==> src/design/round_robin_ready_queue_top_defines.svh <==
// ----------------------------------------------------------------------------
// Assertion macros for the round-robin ready queue
// Shared assertion forms. Define NO_ASSERTIONS to leave them out.
// ----------------------------------------------------------------------------
`ifndef ROUND_ROBIN_READY_QUEUE_TOP_DEFINES_SVH
`define ROUND_ROBIN_READY_QUEUE_TOP_DEFINES_SVH

`ifndef NO_ASSERTIONS

// Checked at every rising edge outside reset
`define RRQ_ASSERT(lbl, clk, rst, prop, msg) \
   lbl: assert property (@(posedge clk) disable iff (rst) prop) else $error(msg);

// Checked at every rising edge, reset included
`define RRQ_ASSERT_ALWAYS(lbl, clk, prop, msg) \
   lbl: assert property (@(posedge clk) prop) else $error(msg);

`else

`define RRQ_ASSERT(lbl, clk, rst, prop, msg)
`define RRQ_ASSERT_ALWAYS(lbl, clk, prop, msg)

`endif

`endif

==> src/design/rrq_pkg.sv <==
// ----------------------------------------------------------------------------
// rrq_pkg
// Types and constants shared by the ready queue cells and the top level.
// ----------------------------------------------------------------------------
`timescale 1ns / 1ps
`default_nettype none

package rrq_pkg;

   // Queue geometry
   localparam int QUEUE_DEPTH = 16;
   localparam int ID_BITS     = 8;
   localparam int CNT_BITS    = $clog2(QUEUE_DEPTH + 1);
   localparam int OP_BITS     = 2;
   localparam int STATUS_BITS = 2;

   // Item operation codes
   typedef enum logic [OP_BITS-1:0] {
      OP_READY     = 2'd0,
      OP_NOT_READY = 2'd1,
      OP_SCHEDULE  = 2'd2,
      OP_NONE      = 2'd3
   } op_type;

   // Result status codes
   typedef enum logic [STATUS_BITS-1:0] {
      STAT_DONE      = 2'd0,
      STAT_FULL      = 2'd1,
      STAT_NOT_FOUND = 2'd2,
      STAT_EMPTY     = 2'd3
   } status_type;

   // Per-cell command
   typedef enum logic [1:0] {
      CELL_HOLD,
      CELL_SHIFT,
      CELL_LOAD,
      CELL_SCAN
   } cell_cmd_type;

   typedef struct packed {
      cell_cmd_type cmd;
      logic         in_window;
   } cell_ctrl_type;

   // Controller states
   typedef enum logic {
      ST_IDLE,
      ST_SCAN
   } state_type;

endpackage

`default_nettype wire

==> src/design/rrq_cell.sv <==
// ----------------------------------------------------------------------------
// rrq_cell
// One queue slot. Holds, shifts in from its right neighbour, loads a new id,
// or takes part in a removal scan that passes a hit carry along the row.
// ----------------------------------------------------------------------------
`timescale 1ns / 1ps
`default_nettype none

module rrq_cell import rrq_pkg::*; (
   input  logic                clock,
   input  cell_ctrl_type       ctrl,
   input  logic [ID_BITS-1:0]  load_data,
   input  logic [ID_BITS-1:0]  key,
   input  logic [ID_BITS-1:0]  right_entry,
   input  logic                carry_in,
   output logic                carry_out,
   output logic [ID_BITS-1:0]  entry
);

   logic [ID_BITS-1:0] entry_ff;
   logic [ID_BITS-1:0] entry_in;
   logic               hit;

   // Hit carry: set from the first live match at or to the left of this cell
   always_comb begin
      hit       = (ctrl.cmd == CELL_SCAN) && ctrl.in_window && (entry_ff == key);
      carry_out = carry_in | hit;
   end

   // Slot update
   always_comb begin
      case (ctrl.cmd)
         CELL_SHIFT: entry_in = right_entry;
         CELL_LOAD:  entry_in = load_data;
         CELL_SCAN:  entry_in = carry_out ? right_entry : entry_ff;
         default:    entry_in = entry_ff;
      endcase
   end

   always_ff @(posedge clock) begin
      entry_ff <= entry_in;
   end

   assign entry = entry_ff;

endmodule

`default_nettype wire

==> src/design/round_robin_ready_queue_top.sv <==
// ----------------------------------------------------------------------------
// round_robin_ready_queue_top
// Round-robin thread scheduler: FIFO ready queue in a row of cells plus a
// running-thread register.
// ----------------------------------------------------------------------------
// Timing: ready, schedule, no-op and a not-ready that hits the head (or finds
// the queue empty) complete in the accept cycle and their result is
// registered for the next cycle. A not-ready that misses the head starts a
// scan of the cell row that removes one matching entry per cycle, then
// confirms that no match is left before its result is registered; the
// confirmation waits while the output register is blocked. The request side
// is stalled while a scan runs, while an undelivered result blocks the output
// register or while a configuration write is offered.
// A configuration write sets the running thread and empties the queue.
// ----------------------------------------------------------------------------
`timescale 1ns / 1ps
`default_nettype none
`include "round_robin_ready_queue_top_defines.svh"

module round_robin_ready_queue_top import rrq_pkg::*; (
   input  logic                   clock,
   input  logic                   reset,
   input  logic                   req_valid,
   output logic                   req_stall,
   input  logic [OP_BITS-1:0]     req_operation,
   input  logic [ID_BITS-1:0]     req_thread_id,
   output logic                   rsp_valid,
   input  logic                   rsp_stall,
   output logic [STATUS_BITS-1:0] rsp_status,
   output logic                   rsp_switched,
   output logic [ID_BITS-1:0]     rsp_running_thread,
   output logic [CNT_BITS-1:0]    rsp_queue_count,
   input  logic                   csr_valid,
   output logic                   csr_ready,
   input  logic [ID_BITS-1:0]     csr_initial_thread_id
);

   state_type           state_ff, state_in;
   logic [CNT_BITS-1:0] count_ff, count_in;
   logic [ID_BITS-1:0]  running_ff, running_in;
   logic [ID_BITS-1:0]  key_ff, key_in;
   logic                found_ff, found_in;
   logic                rsp_valid_ff, rsp_valid_in;
   status_type          rsp_status_ff;
   logic                rsp_switched_ff;
   logic [ID_BITS-1:0]  rsp_running_ff;
   logic [CNT_BITS-1:0] rsp_count_ff;

   status_type          status_new;
   logic                switched_new;
   logic                rsp_load;
   logic                rsp_free;
   logic                req_accept;
   logic                csr_write;
   logic                scan_start;
   logic                scan_hit;
   op_type              op;
   logic [ID_BITS-1:0]  load_data;

   cell_cmd_type        cell_cmd    [QUEUE_DEPTH];
   logic                cell_window [QUEUE_DEPTH];
   cell_ctrl_type       cell_ctrl   [QUEUE_DEPTH];
   logic [ID_BITS-1:0]  entry       [QUEUE_DEPTH];
   logic                carry       [QUEUE_DEPTH+1];

   // Handshakes; a configuration write takes priority over a request
   assign rsp_free   = !rsp_valid_ff || !rsp_stall;
   assign req_stall  = (state_ff != ST_IDLE) || !rsp_free || csr_valid;
   assign req_accept = req_valid && !req_stall;
   assign csr_ready  = (state_ff == ST_IDLE);
   assign csr_write  = csr_valid && csr_ready;
   assign op         = op_type'(req_operation);

   // A not-ready that misses the head needs the scan
   assign scan_start = req_accept && (op == OP_NOT_READY) &&
                       (count_ff != '0) && (entry[0] != req_thread_id);

   // New ids come from the request, except on a schedule tick
   assign load_data = (op == OP_SCHEDULE) ? running_ff : req_thread_id;

   // Cell row
   assign carry[0] = 1'b0;
   for (genvar i = 0; i < QUEUE_DEPTH; i++) begin : g_cell
      logic [ID_BITS-1:0] right_entry;

      assign cell_window[i] = (i != 0) && (CNT_BITS'(i) < count_ff);
      assign cell_ctrl[i]   = '{cmd: cell_cmd[i], in_window: cell_window[i]};

      if (i == QUEUE_DEPTH - 1) begin : g_end
         assign right_entry = '0;
      end else begin : g_mid
         assign right_entry = entry[i+1];
      end

      rrq_cell u_cell (
         .clock       (clock),
         .ctrl        (cell_ctrl[i]),
         .load_data   (load_data),
         .key         (key_ff),
         .right_entry (right_entry),
         .carry_in    (carry[i]),
         .carry_out   (carry[i+1]),
         .entry       (entry[i])
      );
   end

   assign scan_hit = carry[QUEUE_DEPTH];

   // Next state
   always_comb begin
      state_in = state_ff;
      unique case (state_ff)
         ST_IDLE: if (scan_start) state_in = ST_SCAN;
         ST_SCAN: if (!scan_hit && rsp_free) state_in = ST_IDLE;
         default: state_in = ST_IDLE;
      endcase
   end

   // Datapath control and result
   always_comb begin
      count_in     = count_ff;
      running_in   = running_ff;
      key_in       = key_ff;
      found_in     = found_ff;
      rsp_load     = 1'b0;
      status_new   = STAT_DONE;
      switched_new = 1'b0;
      for (int i = 0; i < QUEUE_DEPTH; i++) begin
         cell_cmd[i] = CELL_HOLD;
      end

      unique case (state_ff)
         ST_IDLE: begin
            if (csr_write) begin
               count_in   = '0;
               running_in = csr_initial_thread_id;
            end else if (req_accept) begin
               rsp_load = 1'b1;
               case (op)
                  OP_READY: begin
                     if (count_ff >= CNT_BITS'(QUEUE_DEPTH)) begin
                        status_new = STAT_FULL;
                     end else begin
                        for (int i = 0; i < QUEUE_DEPTH; i++) begin
                           if (CNT_BITS'(i) == count_ff) cell_cmd[i] = CELL_LOAD;
                        end
                        count_in = count_ff + CNT_BITS'(1);
                     end
                  end
                  OP_NOT_READY: begin
                     if (count_ff == '0) begin
                        status_new = STAT_NOT_FOUND;
                     end else if (entry[0] == req_thread_id) begin
                        for (int i = 0; i < QUEUE_DEPTH; i++) begin
                           cell_cmd[i] = CELL_SHIFT;
                        end
                        count_in = count_ff - CNT_BITS'(1);
                     end else begin
                        // result comes at the end of the scan
                        rsp_load = 1'b0;
                        key_in   = req_thread_id;
                        found_in = 1'b0;
                     end
                  end
                  OP_SCHEDULE: begin
                     if (count_ff == '0) begin
                        status_new = STAT_EMPTY;
                     end else begin
                        // pop head, running thread goes to the tail
                        for (int i = 0; i < QUEUE_DEPTH; i++) begin
                           cell_cmd[i] = (CNT_BITS'(i) == count_ff - CNT_BITS'(1)) ?
                                         CELL_LOAD : CELL_SHIFT;
                        end
                        running_in   = entry[0];
                        switched_new = 1'b1;
                     end
                  end
                  default: status_new = STAT_DONE;
               endcase
            end
         end
         ST_SCAN: begin
            // one match removed per cycle, first match in the row wins
            for (int i = 0; i < QUEUE_DEPTH; i++) begin
               cell_cmd[i] = CELL_SCAN;
            end
            if (scan_hit) begin
               count_in = count_ff - CNT_BITS'(1);
               found_in = 1'b1;
            end else if (rsp_free) begin
               rsp_load   = 1'b1;
               status_new = found_ff ? STAT_DONE : STAT_NOT_FOUND;
            end
         end
         default: count_in = count_ff;
      endcase
   end

   // Output register valid
   always_comb begin
      rsp_valid_in = rsp_valid_ff;
      if (rsp_load) begin
         rsp_valid_in = 1'b1;
      end else if (rsp_valid_ff && !rsp_stall) begin
         rsp_valid_in = 1'b0;
      end
   end

   // Control state
   always_ff @(posedge clock) begin
      if (reset) begin
         state_ff     <= ST_IDLE;
         count_ff     <= '0;
         running_ff   <= '0;
         found_ff     <= 1'b0;
         rsp_valid_ff <= 1'b0;
      end else begin
         state_ff     <= state_in;
         count_ff     <= count_in;
         running_ff   <= running_in;
         found_ff     <= found_in;
         rsp_valid_ff <= rsp_valid_in;
      end
   end

   // Payload registers
   always_ff @(posedge clock) begin
      key_ff <= key_in;
      if (rsp_load) begin
         rsp_status_ff   <= status_new;
         rsp_switched_ff <= switched_new;
         rsp_running_ff  <= running_in;
         rsp_count_ff    <= count_in;
      end
   end

   assign rsp_valid          = rsp_valid_ff;
   assign rsp_status         = rsp_status_ff;
   assign rsp_switched       = rsp_switched_ff;
   assign rsp_running_thread = rsp_running_ff;
   assign rsp_queue_count    = rsp_count_ff;

   // Checks
   `RRQ_ASSERT_ALWAYS(a_count_bound, clock, reset || (count_ff <= CNT_BITS'(QUEUE_DEPTH)), "count")
   `RRQ_ASSERT(a_scan_stalls, clock, reset, (state_ff == ST_SCAN) |-> req_stall, "item taken during scan")
   `RRQ_ASSERT(a_scan_shrinks, clock, reset, (state_ff == ST_SCAN) |=> (count_ff <= $past(count_ff)), "scan grew queue")
   `RRQ_ASSERT(a_switch_done, clock, reset, (rsp_valid_ff && rsp_switched_ff) |-> (rsp_status_ff == STAT_DONE), "switch with bad status")

endmodule

`default_nettype wire

==> config.mk <==
export PLATFORM = sky130hd
export DESIGN_NAME = round_robin_ready_queue_top
export DESIGN_NICKNAME = d
export VERILOG_FILES = /design/src/design/rrq_pkg.sv /design/src/design/rrq_cell.sv /design/src/design/round_robin_ready_queue_top.sv
export VERILOG_INCLUDE_DIRS = /design/src /design/src/design
export SDC_FILE = /design/constraint.sdc
export NUM_CORES = 1
export LEC_CHECK = 0
export BUFFER_PORTS_ARGS = -buffer_cell sky130_fd_sc_hd__buf_2
export CAP_MARGIN = 0
export CELL_PAD_IN_SITES_DETAIL_PLACEMENT = 1
export CELL_PAD_IN_SITES_GLOBAL_PLACEMENT = 1
export CORE_MARGIN = 2
export CORE_UTILIZATION = 47
export CTS_CLUSTER_DIAMETER = 100
export DETAILED_ROUTE_END_ITERATION = 16
export PLACE_DENSITY_LB_ADDON = 0.1
export SLEW_MARGIN = 20
export SYNTH_ARGS = -nofsm -noshare
export SYNTH_HDL_FRONTEND = slang
export SYNTH_HIERARCHICAL = 1
export SYNTH_SLANG_ARGS = --single-unit
==> constraint.sdc <==
create_clock -name clock -period 6.7 [get_ports clock]
set_clock_uncertainty 0.05 [all_clocks]
set_input_delay 0.335 -clock clock [delete_from_list [all_inputs] [get_ports clock]]
set_output_delay 0.335 -clock clock [all_outputs]
set_load 0.05 [all_outputs]
Yosys cells after proc, flatten, opt, wreduce, memory -nomap -nowiden --
Cells that the tools add are included.
Word-level totals: latch bits 0, flip-flop bits (word level) 168, memories 0, bits in writable memories 0, ROM bits 0
Cells by class: add/sub/neg operators 2, equality and inequality tests 117, bitwise logic cells 20, shifts and indexed selects 0, multiplexer cells 115, reductions and logical operators 84, $lt $le $gt $ge 16, div/mod/pow operators 0, multiply operators 0
Operators by type and width (number):
- $pmux W8 S3 | 15
- $mux W8 | 21
- $eq A8 B8 Y1 | 16
- $mux W32 | 4
- $pmux W32 S3 | 1
- $eq A4 B5 Y1 const A | 16
- $mux W2 | 38
- $eq A2 B2 Y1 const B | 32
- $pmux W32 S2 | 1
- $mux W31 | 2
- $reduce_bool A3 Y1 | 15
- $eq A3 B5 Y1 const A | 8
- $lt A4 B5 Y1 const A | 8
- $logic_and A1 B1 Y1 | 37
- $ne A2 B1 Y1 const B | 18
- $eq A2 B1 Y1 const B | 17
- $mux W5 | 6
- $reduce_and A2 Y1 | 15
- $eq A2 B5 Y1 const A | 4
- $lt A3 B5 Y1 const A | 4
- $pmux W5 S2 | 2
- $mux W1 | 19
- $pmux W8 S2 | 1
- $or A1 B1 Y1 | 14
- other kinds (20) | 40

Longest topological paths before layout --
word-level depth 31, depth in mapped cells 47, mapped depth without buffers 44

Cells and area by module --
The synthesis kept the hierarchy.
Modules (own cells, without submodules):
- rrq_cell | times used 16, cells an instance 34, area each 504.2 um^2, sequential area each 240.2 um^2
- round_robin_ready_queue_top | times used 1, cells an instance 345, area each 2949.1 um^2, sequential area each 1041.0 um^2

Worst setup path after synthesis --
Ideal clock, no wire load.
kind flip-flop to flip-flop, start point register count_ff[0], end point register rsp_count_ff[4], in the netlist rsp_queue_count[4] (data pin), setup time 0.264 ns, slack 0.697 ns, period minus slack after synthesis 6.003 ns, cell stages (with the launch flop) 47, arrival time 5.689 ns, path through dfxtp_1 -> clkbuf_1 -> inv_1 -> ha_1 -> or4b_4 -> and2_4 -> buf_6 -> nand3_2 -> inv_2 -> buf_2 -> nand3_1 -> o21ai_0 -> nand4_1 -> o31ai_1 -> inv_1 -> o31ai_1 -> inv_1 -> o31ai_1 -> [... 11 more ...] -> o31ai_1 -> inv_1 -> o31ai_1 -> inv_1 -> o31ai_1 -> inv_1 -> o31ai_1 -> inv_1 -> o31ai_1 -> inv_1 -> o31ai_1 -> inv_1 -> o31ai_1 -> buf_2 -> nor4bb_1 -> mux2i_1 -> a311o_1 -> o32a_1
RTL lines:
- start, declared | line round_robin_ready_queue_top.sv:39 | logic [CNT_BITS-1:0] count_ff, count_in;
- start signal, assigned | line round_robin_ready_queue_top.sv:219 | count_ff <= count_in;
- end signal, assigned | line round_robin_ready_queue_top.sv:233 | rsp_count_ff <= count_in;
- end, declared | line round_robin_ready_queue_top.sv:47 | logic [CNT_BITS-1:0] rsp_count_ff;

==> run_results.csv <==
group,metric,value,unit
setup_path,worstPathArrival,6.31,ns
finish,area_growth,13.2,%
setup_path,start_kind,"register",
synthesis,yosys.area_share.simple,10.7,%
die,dieHeight,157,um
die,core_area,23300,sq um
synthesis,synth_top_family_by_area,"multiplexers",
synthesis,ys_warn_count,6,
die,io_pins,42,
die,dieArea,24700,sq um
power_and_ir_drop,cellPowerDensity,189,nW/um^2
route,wl,32200,um
synthesis,synthMuxAreaShare,18.4,%
route,dr_total_vias,7646,
route,drt_pass1_iterations,7,
timing,final.setup.tns,0,ns
synthesis,mappedNetlistArea,11000,sq um
synthesis,avgSynthCellArea,12.4,sq um
global_route,grt_pass1_vias,8208,
global_route,globalRouteMet3Util,4.02,%
synthesis,ys.flop_type,"edfxtp_1",
clocking,clk_latency,0.44,ns
timing,max_freq,166,MHz
setup_path,crit_path_max_fanout,9,
setup_path,slowest_delay,0.51,ns
timing,fin_crit,6.03,ns
synthesis,yosysUniqueCellTypes,69,
clocking,cts_tree,"built",
synthesis,synth-xor-area-share,11.4,%
run_status,outcome,"complete, no violations",
placement,dpl-instance-area,11700,sq um
timing,worst_slack,0.669,ns
setup_path,crit_type,"reg2reg",
timing,relSlewSlack,43.7,%
placement,dpl_worst_slack,0.313,ns
setup_path,slowest_stage,"edfxtp_1",
finish,stdcell_area,12500,sq um
die,die_w,157,um
timing,hold_violations,0,
synthesis,synth_edf_count,152,
global_route,grtUsageMet2,46.4,%
clocking,cts_root_buf,"clkbuf_16",
route,via_per_inst,5.91,
timing,finalSetupViolCount,0,
clocking,cts.sinks,168,
placement,io_buffers,41,
setup_path,required,6.98,ns
timing,max_slew.worst_pin.slew,0.837,ns
clocking,cts_buffers,17,
synthesis,synth_seq_area_share,44.3,%
global_route,grt_pass1_wl,49400,um
finish,drive_gt1_share,31.3,%
clocking,clock_path_buffers,2,
finish,nets,990,
clocking,htreeDepth,4,
synthesis,synthAdderAreaFrac,0.681,%
job,cap_violations,0,
die,start_util,47.4,%
synthesis,syn_inst,889,
route,drc,0,
global_route,grt_max_degree,44,
setup_path,crit_path_frequent_cell,"inv_1",
global_route,top_usage_layer,"met2",
die,num_rows,56,
route,wl_per_cell,24.9,um
placement,place_hpwl,22800,um
synthesis,synth_seq_cells,168,
finish,antennaDiodeCount,0,
timing,drv_slew,0,
route,first_iter_violations,387,
setup_path,crit_path_end_kind,"register",
clocking,clkTransAtPathRegs,0.07,ns
min_path,holdCritPathClass,"in2reg",
placement,place_congestion,0.960,
power_and_ir_drop,power_leakage,4.36,nW
route,drtAntennaViolNets,0,
power_and_ir_drop,vdd_ir_drop_max,0.000187,V
global_route,grtUsageTotal,26.8,%
global_route,overflow,0,
timing,finalCritPeriodShare,90.0,%
global_route,grt_util_met1,34.8,%
synthesis,async_flop_share,0,%
clocking,hold_buffers,0,
timing,hold-worst-slack,0.0644,ns
global_route,antenna_found_initial,0,
synthesis,synth-compound-area-share,10.6,%
[cell type report]
cell class | instances | area, sq um
fill | 2461 | 10800
clock buffer | 25 | 541
multi-input combinational | 659 | 5940
clock inverter | 7 | 76.3
timing repair buffer | 80 | 498
inverter | 35 | 131
sequential | 168 | 4880
tap | 319 | 399
[per-layer routing]
layer  wire length [um]  vias to the layer above
met5                  0                        -
met4                746                        0
met3               1180                       54
met2              16400                      178
met1              13900                     3941
li1                   -                     3473
[synthesized netlist by cell type, types with 6 or more instances]
cell / instances / area (sq um)
edfxtp_1: 152 / 4560
xnor2_1: 142 / 1240
mux2_4: 128 / 1920
o21ai_0: 57 / 285
nand2_1: 37 / 139
nand4_1: 37 / 231
o31ai_1: 36 / 270
inv_1: 33 / 124
nand3_1: 26 / 130
a21oi_1: 23 / 115
buf_6: 18 / 203
nor2_1: 18 / 67.6
nand3b_1: 17 / 128
dfxtp_1: 16 / 320
nor2b_4: 16 / 220
clkbuf_1: 15 / 56.3
a2bb2oi_1: 9 / 78.8
mux2_2: 8 / 90.1
o22a_1: 8 / 70.1
a31oi_1: 7 / 43.8
nor3_1: 7 / 35.0
ha_1: 6 / 75.1
o221a_2: 6 / 67.6
[repair_timing]
item | CTS | global route
setup endpoints to repair | 0 | 23
resized for setup | 0 | 22
buffers inserted | 0 | 3
[final timing paths]
path / endpoint / slack, ns / from / cells past startpoint
max: count_ff[4] / 0.67 / g_cell[0].u_cell/entry[1] / 40
min: key_ff[3] / 0.06 / req_thread_id[3] / 1
max reg2reg: count_ff[4] / 0.67 / g_cell[0].u_cell/entry[1] / 40
min reg2reg: found_ff / 0.44 / found_ff / 2
[where the power goes]
part,total [mW],switching (mW),internal (mW)
logic,0.180,0.121,0.0583
clock network,1.03,0.422,0.605
registers,1.15,0.00885,1.15
total,2.36,0.552,1.81
[registers in the layout (all words and copies together) (netlist names)]
signal / cells
state_ff: 1
running_ff: 8
g_cell.u_cell/entry: 128
rsp_queue_count: 5
rsp_status: 2
key_ff: 8
rsp_valid: 1
found_ff: 1
count_ff: 5
rsp_switched: 1
rsp_running_thread: 8
[cells in the final DEF, fill, tap and decap left out, drive strengths merged, types with 8 or more instances in the layout]
cell / n
nand2: 37
dfxtp: 16
buf: 80
clkbuf: 25
nor2: 18
a2bb2oi: 9
inv: 37
o21ai: 57
a21oi: 23
nand3: 27
o221a: 8
edfxtp: 152
nand4: 37
conb: 11
o22a: 8
mux2: 136
o31ai: 36
nor2b: 19
xnor2: 142
nand3b: 17
[worst max-delay path, delay by kind of cell, from the launching register on]
kind | cells | cell delay (ns)
AO/OA/AOI/OAI | 17 | 2.30
AND/OR/NAND/NOR | 7 | 1.51
buffers and inverters | 14 | 1.17
flip-flops | 1 | 0.51
XOR/XNOR | 1 | 0.24
multiplexers | 1 | 0.14
[metrics by stage]
| stage | cells | utilization, % | total power, mW |
|---|---|---|---|
| after floorplan | 899 | - | 1.29 |
| after global placement | 1258 | 50.1 | 1.34 |
| after detailed placement | 1258 | 50.1 | 1.35 |
| after CTS | 1290 | 52.8 | 2.38 |
| after global routing | 1293 | 53.6 | 2.43 |
| final | 1293 | 53.6 | 2.36 |
[cell families (layout without fill, tap and decap cells)]
group / count (synthesis) / after routing
simple gates: 188 / 188
xor+xnor: 144 / 144
mux: 138 / 138
buf+inv: 72 / 147
fa+ha+maj: 6 / 6
compound gates: 172 / 172
other cells: 1 / 11
flops: 168 / 168
(Power assumes the default switching activity.)
